[src/hdl/sdp100_pkg.sv]
// shared constants for the power-of-100 double scaler
// power field width, step sizes and the two binary64 power-of-ten tables
// no dependencies
package sdp100_pkg;

  localparam int POWER_WIDTH = 10;
  localparam int LOW_BITS    = 4;
  localparam int BIG_STEP    = 144;

  // 1e+2 .. 1e+30, indexed by (low four bits of power) - 1
  localparam logic [63:0] SMALL_TAB [15] = '{
    $realtobits(1.0e2),  $realtobits(1.0e4),  $realtobits(1.0e6),  $realtobits(1.0e8),
    $realtobits(1.0e10), $realtobits(1.0e12), $realtobits(1.0e14), $realtobits(1.0e16),
    $realtobits(1.0e18), $realtobits(1.0e20), $realtobits(1.0e22), $realtobits(1.0e24),
    $realtobits(1.0e26), $realtobits(1.0e28), $realtobits(1.0e30)
  };

  // 1e(32*k) for k = -9 .. 9 with k = 0 left out
  localparam logic [63:0] LARGE_TAB [18] = '{
    $realtobits(1.0e-288), $realtobits(1.0e-256), $realtobits(1.0e-224),
    $realtobits(1.0e-192), $realtobits(1.0e-160), $realtobits(1.0e-128),
    $realtobits(1.0e-96),  $realtobits(1.0e-64),  $realtobits(1.0e-32),
    $realtobits(1.0e32),   $realtobits(1.0e64),   $realtobits(1.0e96),
    $realtobits(1.0e128),  $realtobits(1.0e160),  $realtobits(1.0e192),
    $realtobits(1.0e224),  $realtobits(1.0e256),  $realtobits(1.0e288)
  };

  localparam logic [4:0] LARGE_NEG_IDX = 5'd0;
  localparam logic [4:0] LARGE_POS_IDX = 5'd17;

endpackage

[src/hdl/scale_double_by_power_of_100.sv]
// top level: binary64 value times 100^power as a chain of rounded multiplies
// depends on sdp100_pkg and sdp100_fmul
//
// An item is taken when start is high and busy is low. Its result appears on
// result_bits for exactly one cycle with done high; the receiver cannot hold
// it off, so it must take the item in that cycle. A zero power passes the
// operand through unchanged, with the result in the cycle after the item.
// Otherwise every step of the chain (up to five multiplies for the default
// power width) runs on one shared multiplier that, for a finite operand,
// goes through a load step, four 27x27 partial products summed into the
// accumulator, a six-step normalize search, an exponent step, a six-step
// subnormal shift and a rounding step, and that skips all of these once
// the value is zero, infinite or NaN; T_PICK picks each step's factor and
// T_WAIT waits for the multiplier. Busy stays high for the whole item.
module scale_double_by_power_of_100 (
  input  logic                                   clk,
  input  logic                                   rst,
  input  logic                                   start,
  output logic                                   busy,
  input  logic [63:0]                            value_bits,
  input  logic signed [sdp100_pkg::POWER_WIDTH-1:0] power,
  output logic                                   done,
  output logic [63:0]                            result_bits
);

  localparam int PW = sdp100_pkg::POWER_WIDTH;
  localparam logic signed [PW-1:0] STEP = PW'(sdp100_pkg::BIG_STEP);

  typedef enum logic [1:0] {T_IDLE, T_PICK, T_WAIT} state_t;

  state_t                state;
  logic [63:0]           x;
  logic signed [PW-1:0]  p;
  logic                  low_done;
  logic                  k_done;
  logic [63:0]           cst;
  logic                  fstart;

  logic                  fdone;
  logic [63:0]           fy;

  // current power split into low digit and k = floor(p / 16)
  logic [3:0]            low;
  logic signed [PW-1:0]  k;
  logic [4:0]            kidx;

  assign busy = (state != T_IDLE);
  assign low  = p[3:0];
  assign k    = p >>> sdp100_pkg::LOW_BITS;
  assign kidx = (k < 0) ? 5'(k + PW'(9)) : 5'(k + PW'(8));

  sdp100_fmul u_fmul (
    .clk   (clk),
    .rst   (rst),
    .start (fstart),
    .a     (x),
    .b     (cst),
    .done  (fdone),
    .y     (fy)
  );

  always_ff @(posedge clk) begin
    if (rst) begin
      state  <= T_IDLE;
      done   <= 1'b0;
      fstart <= 1'b0;
    end else begin
      done   <= 1'b0;
      fstart <= 1'b0;
      unique case (state)
        T_IDLE: begin
          if (start) begin
            if (power == '0) begin
              // zero power: bit-exact passthrough, signaling nan included
              result_bits <= value_bits;
              done        <= 1'b1;
            end else begin
              x        <= value_bits;
              p        <= power;
              low_done <= 1'b0;
              k_done   <= 1'b0;
              state    <= T_PICK;
            end
          end
        end
        T_PICK: begin
          // pick the next factor: big steps down, big steps up, low digit, k
          if (p <= -STEP) begin
            cst    <= sdp100_pkg::LARGE_TAB[sdp100_pkg::LARGE_NEG_IDX];
            p      <= p + STEP;
            fstart <= 1'b1;
            state  <= T_WAIT;
          end else if (p >= STEP) begin
            cst    <= sdp100_pkg::LARGE_TAB[sdp100_pkg::LARGE_POS_IDX];
            p      <= p - STEP;
            fstart <= 1'b1;
            state  <= T_WAIT;
          end else if (!low_done && low != '0) begin
            cst      <= sdp100_pkg::SMALL_TAB[low - 4'd1];
            low_done <= 1'b1;
            fstart   <= 1'b1;
            state    <= T_WAIT;
          end else if (!k_done && k != '0) begin
            cst    <= sdp100_pkg::LARGE_TAB[kidx];
            k_done <= 1'b1;
            fstart <= 1'b1;
            state  <= T_WAIT;
          end else begin
            result_bits <= x;
            done        <= 1'b1;
            state       <= T_IDLE;
          end
        end
        T_WAIT: begin
          if (fdone) begin
            x     <= fy;
            state <= T_PICK;
          end
        end
        default: state <= T_IDLE;
      endcase
    end
  end

endmodule

[src/hdl/sdp100_fmul.sv]
// multi-cycle binary64 multiplier, round to nearest even, subnormals kept
// operand b is a finite nonzero table constant; specials come from a only
// depends on nothing outside this file
module sdp100_fmul (
  input  logic        clk,
  input  logic        rst,
  input  logic        start,
  input  logic [63:0] a,
  input  logic [63:0] b,
  output logic        done,
  output logic [63:0] y
);

  typedef enum logic [2:0] {S_IDLE, S_MUL, S_LZ, S_EXP, S_RSH, S_RND} state_t;

  state_t              state;
  logic [2:0]          cnt;
  logic [2:0]          step;
  logic                sign;
  logic [12:0]         eexp;
  logic [52:0]         ma;
  logic [52:0]         mb;
  logic [53:0]         prod;
  logic [1:0]          pidx;
  logic [105:0]        acc;
  logic [5:0]          lz;
  logic signed [12:0]  be;
  logic [5:0]          dsh;
  logic                sticky;

  logic [26:0]         opx;
  logic [26:0]         opy;
  logic [105:0]        term;
  logic                top_zero;
  logic [105:0]        acc_lsh;
  logic [5:0]          step_amt;
  logic [105:0]        acc_rsh;
  logic                lost;
  logic                rsh_en;
  logic signed [12:0]  be_c;
  logic [5:0]          dsh_c;
  logic                ru;
  logic [53:0]         m;
  logic signed [12:0]  e;
  logic [63:0]         rnd_y;

  always_comb begin
    case (cnt[1:0])
      2'd0: begin
        opx = ma[52:26];
        opy = mb[52:26];
      end
      2'd1: begin
        opx = ma[52:26];
        opy = {1'b0, mb[25:0]};
      end
      2'd2: begin
        opx = {1'b0, ma[25:0]};
        opy = mb[52:26];
      end
      default: begin
        opx = {1'b0, ma[25:0]};
        opy = {1'b0, mb[25:0]};
      end
    endcase
    case (pidx)
      2'd0:    term = 106'(prod) << 52;
      2'd1:    term = 106'(prod) << 26;
      2'd2:    term = 106'(prod) << 26;
      default: term = 106'(prod);
    endcase
  end

  // one step of the leading-zero search and of the subnormal right shift
  always_comb begin
    case (step)
      3'd0: begin
        step_amt = 6'd32;
        top_zero = (acc[105:74] == '0);
        acc_lsh  = acc << 32;
        acc_rsh  = acc >> 32;
        lost     = |acc[31:0];
      end
      3'd1: begin
        step_amt = 6'd16;
        top_zero = (acc[105:90] == '0);
        acc_lsh  = acc << 16;
        acc_rsh  = acc >> 16;
        lost     = |acc[15:0];
      end
      3'd2: begin
        step_amt = 6'd8;
        top_zero = (acc[105:98] == '0);
        acc_lsh  = acc << 8;
        acc_rsh  = acc >> 8;
        lost     = |acc[7:0];
      end
      3'd3: begin
        step_amt = 6'd4;
        top_zero = (acc[105:102] == '0);
        acc_lsh  = acc << 4;
        acc_rsh  = acc >> 4;
        lost     = |acc[3:0];
      end
      3'd4: begin
        step_amt = 6'd2;
        top_zero = (acc[105:104] == '0);
        acc_lsh  = acc << 2;
        acc_rsh  = acc >> 2;
        lost     = |acc[1:0];
      end
      default: begin
        step_amt = 6'd1;
        top_zero = ~acc[105];
        acc_lsh  = acc << 1;
        acc_rsh  = acc >> 1;
        lost     = acc[0];
      end
    endcase
    rsh_en = |(dsh & step_amt);
  end

  always_comb begin
    be_c = signed'(eexp) - signed'({7'b0, lz}) - 13'sd1022;
    if (be_c < -13'sd61) begin
      dsh_c = 6'd63;
    end else if (be_c < 13'sd1) begin
      dsh_c = 6'(13'sd1 - be_c);
    end else begin
      dsh_c = 6'd0;
    end
  end

  always_comb begin
    ru = acc[52] & (sticky | (|acc[51:0]) | acc[53]);
    m  = 54'(acc[105:53]) + 54'(ru);
    if (be < 13'sd1) begin
      e = 13'(m[52]);
    end else begin
      e = be + 13'(m[53]);
    end
    if (e >= 13'sd2047) begin
      rnd_y = {sign, 11'h7ff, 52'b0};
    end else if (m[53]) begin
      rnd_y = {sign, e[10:0], m[52:1]};
    end else begin
      rnd_y = {sign, e[10:0], m[51:0]};
    end
  end

  always_ff @(posedge clk) begin
    if (rst) begin
      state <= S_IDLE;
      done  <= 1'b0;
    end else begin
      done <= 1'b0;
      unique case (state)
        S_IDLE: begin
          if (start) begin
            sign <= a[63] ^ b[63];
            if (a[62:52] == 11'h7ff) begin
              // nan is quieted with payload kept, infinity takes the product sign
              y    <= (a[51:0] != '0) ? (a | (64'd1 << 51)) : {a[63] ^ b[63], a[62:0]};
              done <= 1'b1;
            end else if (a[62:0] == '0) begin
              y    <= {a[63] ^ b[63], 63'b0};
              done <= 1'b1;
            end else begin
              ma    <= {a[62:52] != '0, a[51:0]};
              mb    <= {b[62:52] != '0, b[51:0]};
              eexp  <= 13'((a[62:52] == '0) ? 11'd1 : a[62:52])
                     + 13'((b[62:52] == '0) ? 11'd1 : b[62:52]);
              acc   <= '0;
              cnt   <= '0;
              state <= S_MUL;
            end
          end
        end
        S_MUL: begin
          // product of one pair of halves per cycle, added in the next
          if (cnt != 3'd4) begin
            prod <= 54'(opx) * 54'(opy);
            pidx <= cnt[1:0];
          end
          if (cnt != 3'd0) begin
            acc <= acc + term;
          end
          if (cnt == 3'd4) begin
            step  <= '0;
            lz    <= '0;
            state <= S_LZ;
          end
          cnt <= cnt + 3'd1;
        end
        S_LZ: begin
          if (top_zero) begin
            acc <= acc_lsh;
            lz  <= lz + step_amt;
          end
          if (step == 3'd5) begin
            state <= S_EXP;
          end
          step <= step + 3'd1;
        end
        S_EXP: begin
          be     <= be_c;
          dsh    <= dsh_c;
          sticky <= 1'b0;
          step   <= '0;
          state  <= S_RSH;
        end
        S_RSH: begin
          if (rsh_en) begin
            acc    <= acc_rsh;
            sticky <= sticky | lost;
          end
          if (step == 3'd5) begin
            state <= S_RND;
          end
          step <= step + 3'd1;
        end
        S_RND: begin
          y     <= rnd_y;
          done  <= 1'b1;
          state <= S_IDLE;
        end
        default: state <= S_IDLE;
      endcase
    end
  end

endmodule
[config.mk]
export PLATFORM = sky130hd
export DESIGN_NAME = scale_double_by_power_of_100
export DESIGN_NICKNAME = d
export VERILOG_FILES = /design/src/hdl/sdp100_pkg.sv /design/src/hdl/scale_double_by_power_of_100.sv /design/src/hdl/sdp100_fmul.sv
export SDC_FILE = /design/constraint.sdc
export NUM_CORES = 2
export LEC_CHECK = 0
export BUFFER_PORTS_ARGS = -buffer_cell sky130_fd_sc_hd__buf_2
export CAP_MARGIN = 30
export CORE_MARGIN = 5
export CORE_UTILIZATION = 35
export DETAILED_ROUTE_END_ITERATION = 10
export PLACE_DENSITY = 0.51
export SETUP_SLACK_MARGIN = 0.15
export SLEW_MARGIN = 20
export SYNTH_ARGS = -nofsm -noshare
export SYNTH_HDL_FRONTEND = slang
export SYNTH_SLANG_ARGS = --single-unit
export TNS_END_PERCENT = 1
[constraint.sdc]
create_clock -name clk -period 21.2 [get_ports clk]
set_clock_uncertainty 0.2 [all_clocks]
set_input_delay 4.24 -clock clk [delete_from_list [all_inputs] [get_ports clk]]
set_output_delay 4.24 -clock clk [all_outputs]
set_load 0.03 [all_outputs]
Word-level counts from Yosys, hierarchy flattened
Memory sizes are Yosys's and may differ from the RTL's.
Index checks and enable logic that the tools add are counted.

word-level totals
  register bits = 590
  ROM bits = 3072
  memories kept = 2
  word-level logic and storage cells = 273
  output and inout port bits = 66
  bits of input ports = 77

memory list
  name             words  width  rd ports  clocked after memory_dff  write ports  RTL line                             source
  (no name shown)  32     64     1         0                         0            scale_double_by_power_of_100.sv:104  cst <= sdp100_pkg::LARGE_TAB[kidx];
  (no name shown)  16     64     1         0                         0            scale_double_by_power_of_100.sv:99   cst <= sdp100_pkg::SMALL_TAB[low - 4'd1];

operators by class
  $mul = 1
  equality and inequality tests = 40
  mux-type cells = 102
  add/sub/neg operators = 15
  reductions and logical operators = 65
  $lt $le $gt $ge = 9
  bitwise gates (word level) = 13

operators with widths
  kind                   number
  $mux W64               19
  $mux W106              6
  $pmux W106 S5          1
  $pmux W105 S5          1
  $pmux W106 S4          1
  $pmux W64 S2           3
  $pmux W106 S2          1
  $mux W63               2
  $add A106 B106 Y106    1
  $logic_not A63 Y1      1
  $add A53 B1 Y54        1
  $mul A27 B27 Y54       1
  $mux W27               2
  $mux W52               1
  $reduce_bool A52 Y1    1
  $reduce_or A52 Y1      1
  $mux W10               4
  $logic_not A32 Y1      1
  $reduce_or A32 Y1      1
  $mux W3                10
  $pmux W6 S5            1
  $lt A13 B2 Y1 const B  2
  $ne A2 B2 Y1 const B   12
  $reduce_and A8 Y1      3
  73 further kinds       168

Depth between registers and ports, before layout
  word-level depth = 10
  depth in mapped cells = 33
  depth with buffers taken out = 29

Modules after synthesis
A second synthesis with hierarchy kept.

unflattened totals
  cell total of the unflattened synthesis = 7733
  area, all modules = 67818.8 um2

modules (own cells, without submodules)
  module                        cells an instance  sequential area each (um2)  instances  area each (um2)
  sdp100_fmul                   6447               11400.9                     1          55475.7
  scale_double_by_power_of_100  1286               6175.9                      1          12343.1

Worst setup path after synthesis
OpenSTA, ideal clock, no wires.

  path type = input-to-reg
  from = input port rst
  to = register u_fmul.acc[0] (enable)
  path buffers = 0
  arrival = 15.313 ns
  library setup time = 0.868 ns
  data required time = 20.132 ns
  stages on the path = 2
  setup slack = 4.820 ns
  cell sequence = a31oi_1 > nor4b_1

between the ends
  longest elaborated chain between the ends = 2

ends and longest elaborated chain
  element                             RTL line                            source
  start, declared                     scale_double_by_power_of_100.sv:17  input logic rst,
  $not A1 Y1 (no source line)         -
  $reduce_and A8 Y1 (no source line)  -
  end signal, assigned                sdp100_fmul.sv:186                  acc <= acc + term;
  end signal, assigned                sdp100_fmul.sv:197                  acc <= acc_lsh;
  end signal, assigned                sdp100_fmul.sv:214                  acc <= acc_rsh;
  end, declared                       sdp100_fmul.sv:25                   logic [105:0] acc;

No other way between the ends.
A chain may end at the register's enable or synchronous reset.

Final worst setup path
  from = register u_fmul.cnt[0]
  to = register u_fmul.prod[52] (data pin)

between the ends
  longest elaborated chain between the ends = 4
  elaborated cells on any way between the ends = 8
  classes of those cells = 1 x mul; 2 x eq/ne; 2 x mux; 3 x reduce/logical

ends and longest elaborated chain
  element                                     RTL line            source
  start, declared                             sdp100_fmul.sv:17   logic [2:0] cnt;
  start signal, assigned                      sdp100_fmul.sv:193  cnt <= cnt + 3'd1;
  $eq A2 B1 Y1, or another cell as far along  sdp100_fmul.sv:48   case (cnt[1:0])
  $reduce_or A2 Y1 (no source line)           -
  $mux W27                                    sdp100_fmul.sv:48
  $mul A27 B27 Y54 (*)                        sdp100_fmul.sv:182  prod <= 54'(opx) * 54'(opy);
  end signal, assigned                        sdp100_fmul.sv:182
  end, declared                               sdp100_fmul.sv:23   logic [53:0] prod;

Mark *: on every way between the ends. The rest lies on a longest branch, timed or not.

==> impl_metrics.ini <==
[cts]
cts_max_path_buffers = 3
cts_tree = yes
cts_buffers = 72
clk_pin_slew_worst_paths_ns = 0.07
hold_buffers = 0
clock-sinks = 588
clockRootBuffer = clkbuf_16
htreeDepth = 3
cts_resized = 0
clk_latency_ns = 0.69
postCtsSetupRepairBufs = 0

[final_layout]
drive_gt1_frac = 0.0914
syn_to_final_growth_pct = 8.51
fin_nets = 8483

[worst_setup_path]
cpMaxStageDelayCell = mux2_2
cp.arrival_ns = 10.30
path_max_fanout = 46
cp-start-kind = flip-flop
cpPeakStageDelay_ns = 0.78
cp-end-kind = flip-flop
cp_common_cell = fa_1
worst_ep_required_time_ns = 21.44
worstSetupPathType = flip-flop to flip-flop

[yosys]
synth_warnings = 0
synthCells = 7596
yosysUniqueCellTypes = 93
yosysTopAreaCellShare = 0.261
synthTopCellsByArea = edfxtp_1 26%, fa_1 19%, ha_1 7.1%
async_flop_share = 0
synth-edff-count = 580
syn_nets = 8678
synth_top_area_cell = edfxtp_1
syn_area_um2 = 66600
synth_seq_area_share = 0.264
synth_ff_type = edfxtp_1
avgSynthCellArea_um2 = 8.77
ys_ff_latch = 588

[grt]
antenna_found_initial = 11
grt_pass1_wl_mm = 417
grt_pass1_vias = 59700
grt_util_all_layers = 0.282
grt_overflow = 0
grt_max_degree = 127

[placed_design]
portBuffers = 142
hpwl_mm = 215
place.gp.congestion = 0.971

[status]
violations = DRC
status = finished with violations

[timing]
tns_ns = 0
worst_slew_pin_slew_ns = 1.09
slew_violations = 0
fmax_ghz = 0.0993
setup_viol = 0
finalCritPeriodShare = 0.475
min_period_ns = 10.07
hold_viol_final = 0
relSlewSlack = 0.270
rsz0062_at_grt = false

[floorplanning]
die_h_um = 446
initial_core_util = 0.351
rows = 160
die-area_um2 = 199000
core-area_um2 = 190000
die_width_um = 446
ios = 143

[routing]
wl_per_cell_um = 28.9
drt_pass1_iterations = 11
vias = 60400
antenna_left = 0
routed_wl_mm = 288
post_drt_via_cell_ratio = 6.06
drc_errors = 5
drtIter0Drc = 8281

[worst_hold_path]
min_path_type = flip-flop to flip-flop

[job]
maxCapViolations = 0
synth_stat cells (40+ instances only):
library cell  count
o221ai_1         40
a31oi_1          83
edfxtp_1        580
nor4_1           52
nand3_1         100
and2_1           87
a21oi_1         457
inv_1           816
a222oi_1         92
xor2_1           94
nor3_1           68
o21bai_1         48
nand2b_1         42
ha_1            377
a21o_1          104
nor2_1          541
clkbuf_1        521
nand2_1        1196
a22oi_1         114
nand4_1         128
o21ai_0         395
fa_1            628
a22o_1           67
mux2_2          156
mux2i_1          48
o211ai_1        122
xnor2_1         125
buf_1            64
worst paths after layout:
path	startpoint	end	slack [ns]	depth (start not counted)
worst max-delay path	u_fmul.cnt[0]	u_fmul.prod[52]	11.13	29
worst min-delay path	cst[39]	u_fmul.mb[39]	0.20	0
worst max register to register	u_fmul.cnt[0]	u_fmul.prod[52]	11.13	29
worst min register to register	cst[39]	u_fmul.mb[39]	0.20	0
logic make-up (layout without fill, tap and decap cells):
family / after synthesis / count (layout) / synth area share
flops: 588 / 588 / 0.264
fa+ha+maj: 1005 / 1005 / 0.259
xor+xnor: 219 / 219 / 0.0288
buf+inv: 1414 / 1276 / 0.0800
other cells: 0 / 6 / 0
compound gates: 1804 / 1804 / 0.179
mux: 204 / 204 / 0.0336
simple gates: 2362 / 2362 / 0.155
sequential cells by signal, indices dropped and copies added (netlist names), 2 cells and up:
signal,count
u_fmul.acc,106
result_bits,64
u_fmul.y,64
x,64
cst,63
u_fmul.prod,54
u_fmul.ma,53
u_fmul.mb,53
u_fmul.be,13
u_fmul.eexp,12
p,10
u_fmul.dsh,6
u_fmul.lz,6
u_fmul.cnt,3
u_fmul.state,3
u_fmul.step,3
state,2
u_fmul.pidx,2
cells in the final DEF (no fill, tap or decap), types with 48 or more instances in the layout:
cell,netlist,final
a21o_1,104,104
a21oi_1,457,455
a222oi_1,92,92
a22o_1,67,67
a22oi_1,114,114
a31oi_1,83,83
and2_1,87,85
buf_2,6,143
buf_4,1,179
clkbuf_16,0,74
edfxtp_1,580,580
fa_1,628,628
ha_1,377,374
inv_1,816,815
mux2_2,156,156
nand2_1,1196,1195
nand3_1,100,100
nand4_1,128,128
nor2_1,541,534
nor3_1,68,65
nor4_1,52,52
o211ai_1,122,122
o21ai_0,395,393
o21bai_1,48,48
xnor2_1,125,121
xor2_1,94,94
through the flow:
step	area (um2)	setup slack [ns]	cells	hold WS [ns]	util
finish	72300	11.13	9975	0.202	0.381
global placement	69800	11.24	9832	0.202	0.368
detailed placement	69900	11.22	9838	0.205	0.368
global route	72300	10.71	9970	0.212	0.381
floorplan	66600	4.82	7596	0.200	-
CTS	72300	11.23	9969	0.213	0.381
worst max-delay path: cells and delay by family, from the launching register on:
kind | cells | cell delay, ns
multiplexers | 1 | 0.78
AO/OA/AOI/OAI | 3 | 0.95
AND/OR/NAND/NOR | 9 | 1.98
adder cells (fa/ha/maj) | 9 | 4.41
flip-flops | 1 | 0.42
buffers and inverters | 7 | 0.98
area by class of cell:
cell class                 count  area, um2
clock inverter                45        513
multi-input combinational   5594      44000
tap                         2511       3140
inverter                     820       3080
timing repair buffer         325       2110
fill                       19300     117000
sequential                   588      17600
antenna                        6       15.0
clock buffer                  86       1900
routing by layer:
| layer | vias up | share of wire | GRT usage |
|---|---|---|---|
| li1 | 25900 | - | - |
| met1 | 30200 | 0.42 | 0.391 |
| met2 | 3588 | 0.43 | 0.421 |
| met3 | 714 | 0.11 | 0.0657 |
| met4 | 4 | 0.053 | 0.118 |
| met5 | - | 0.00041 | 0.00391 |
Power is not shown: default switching activity piles up to over one toggle a cycle in this logic, so the estimate is an artifact.
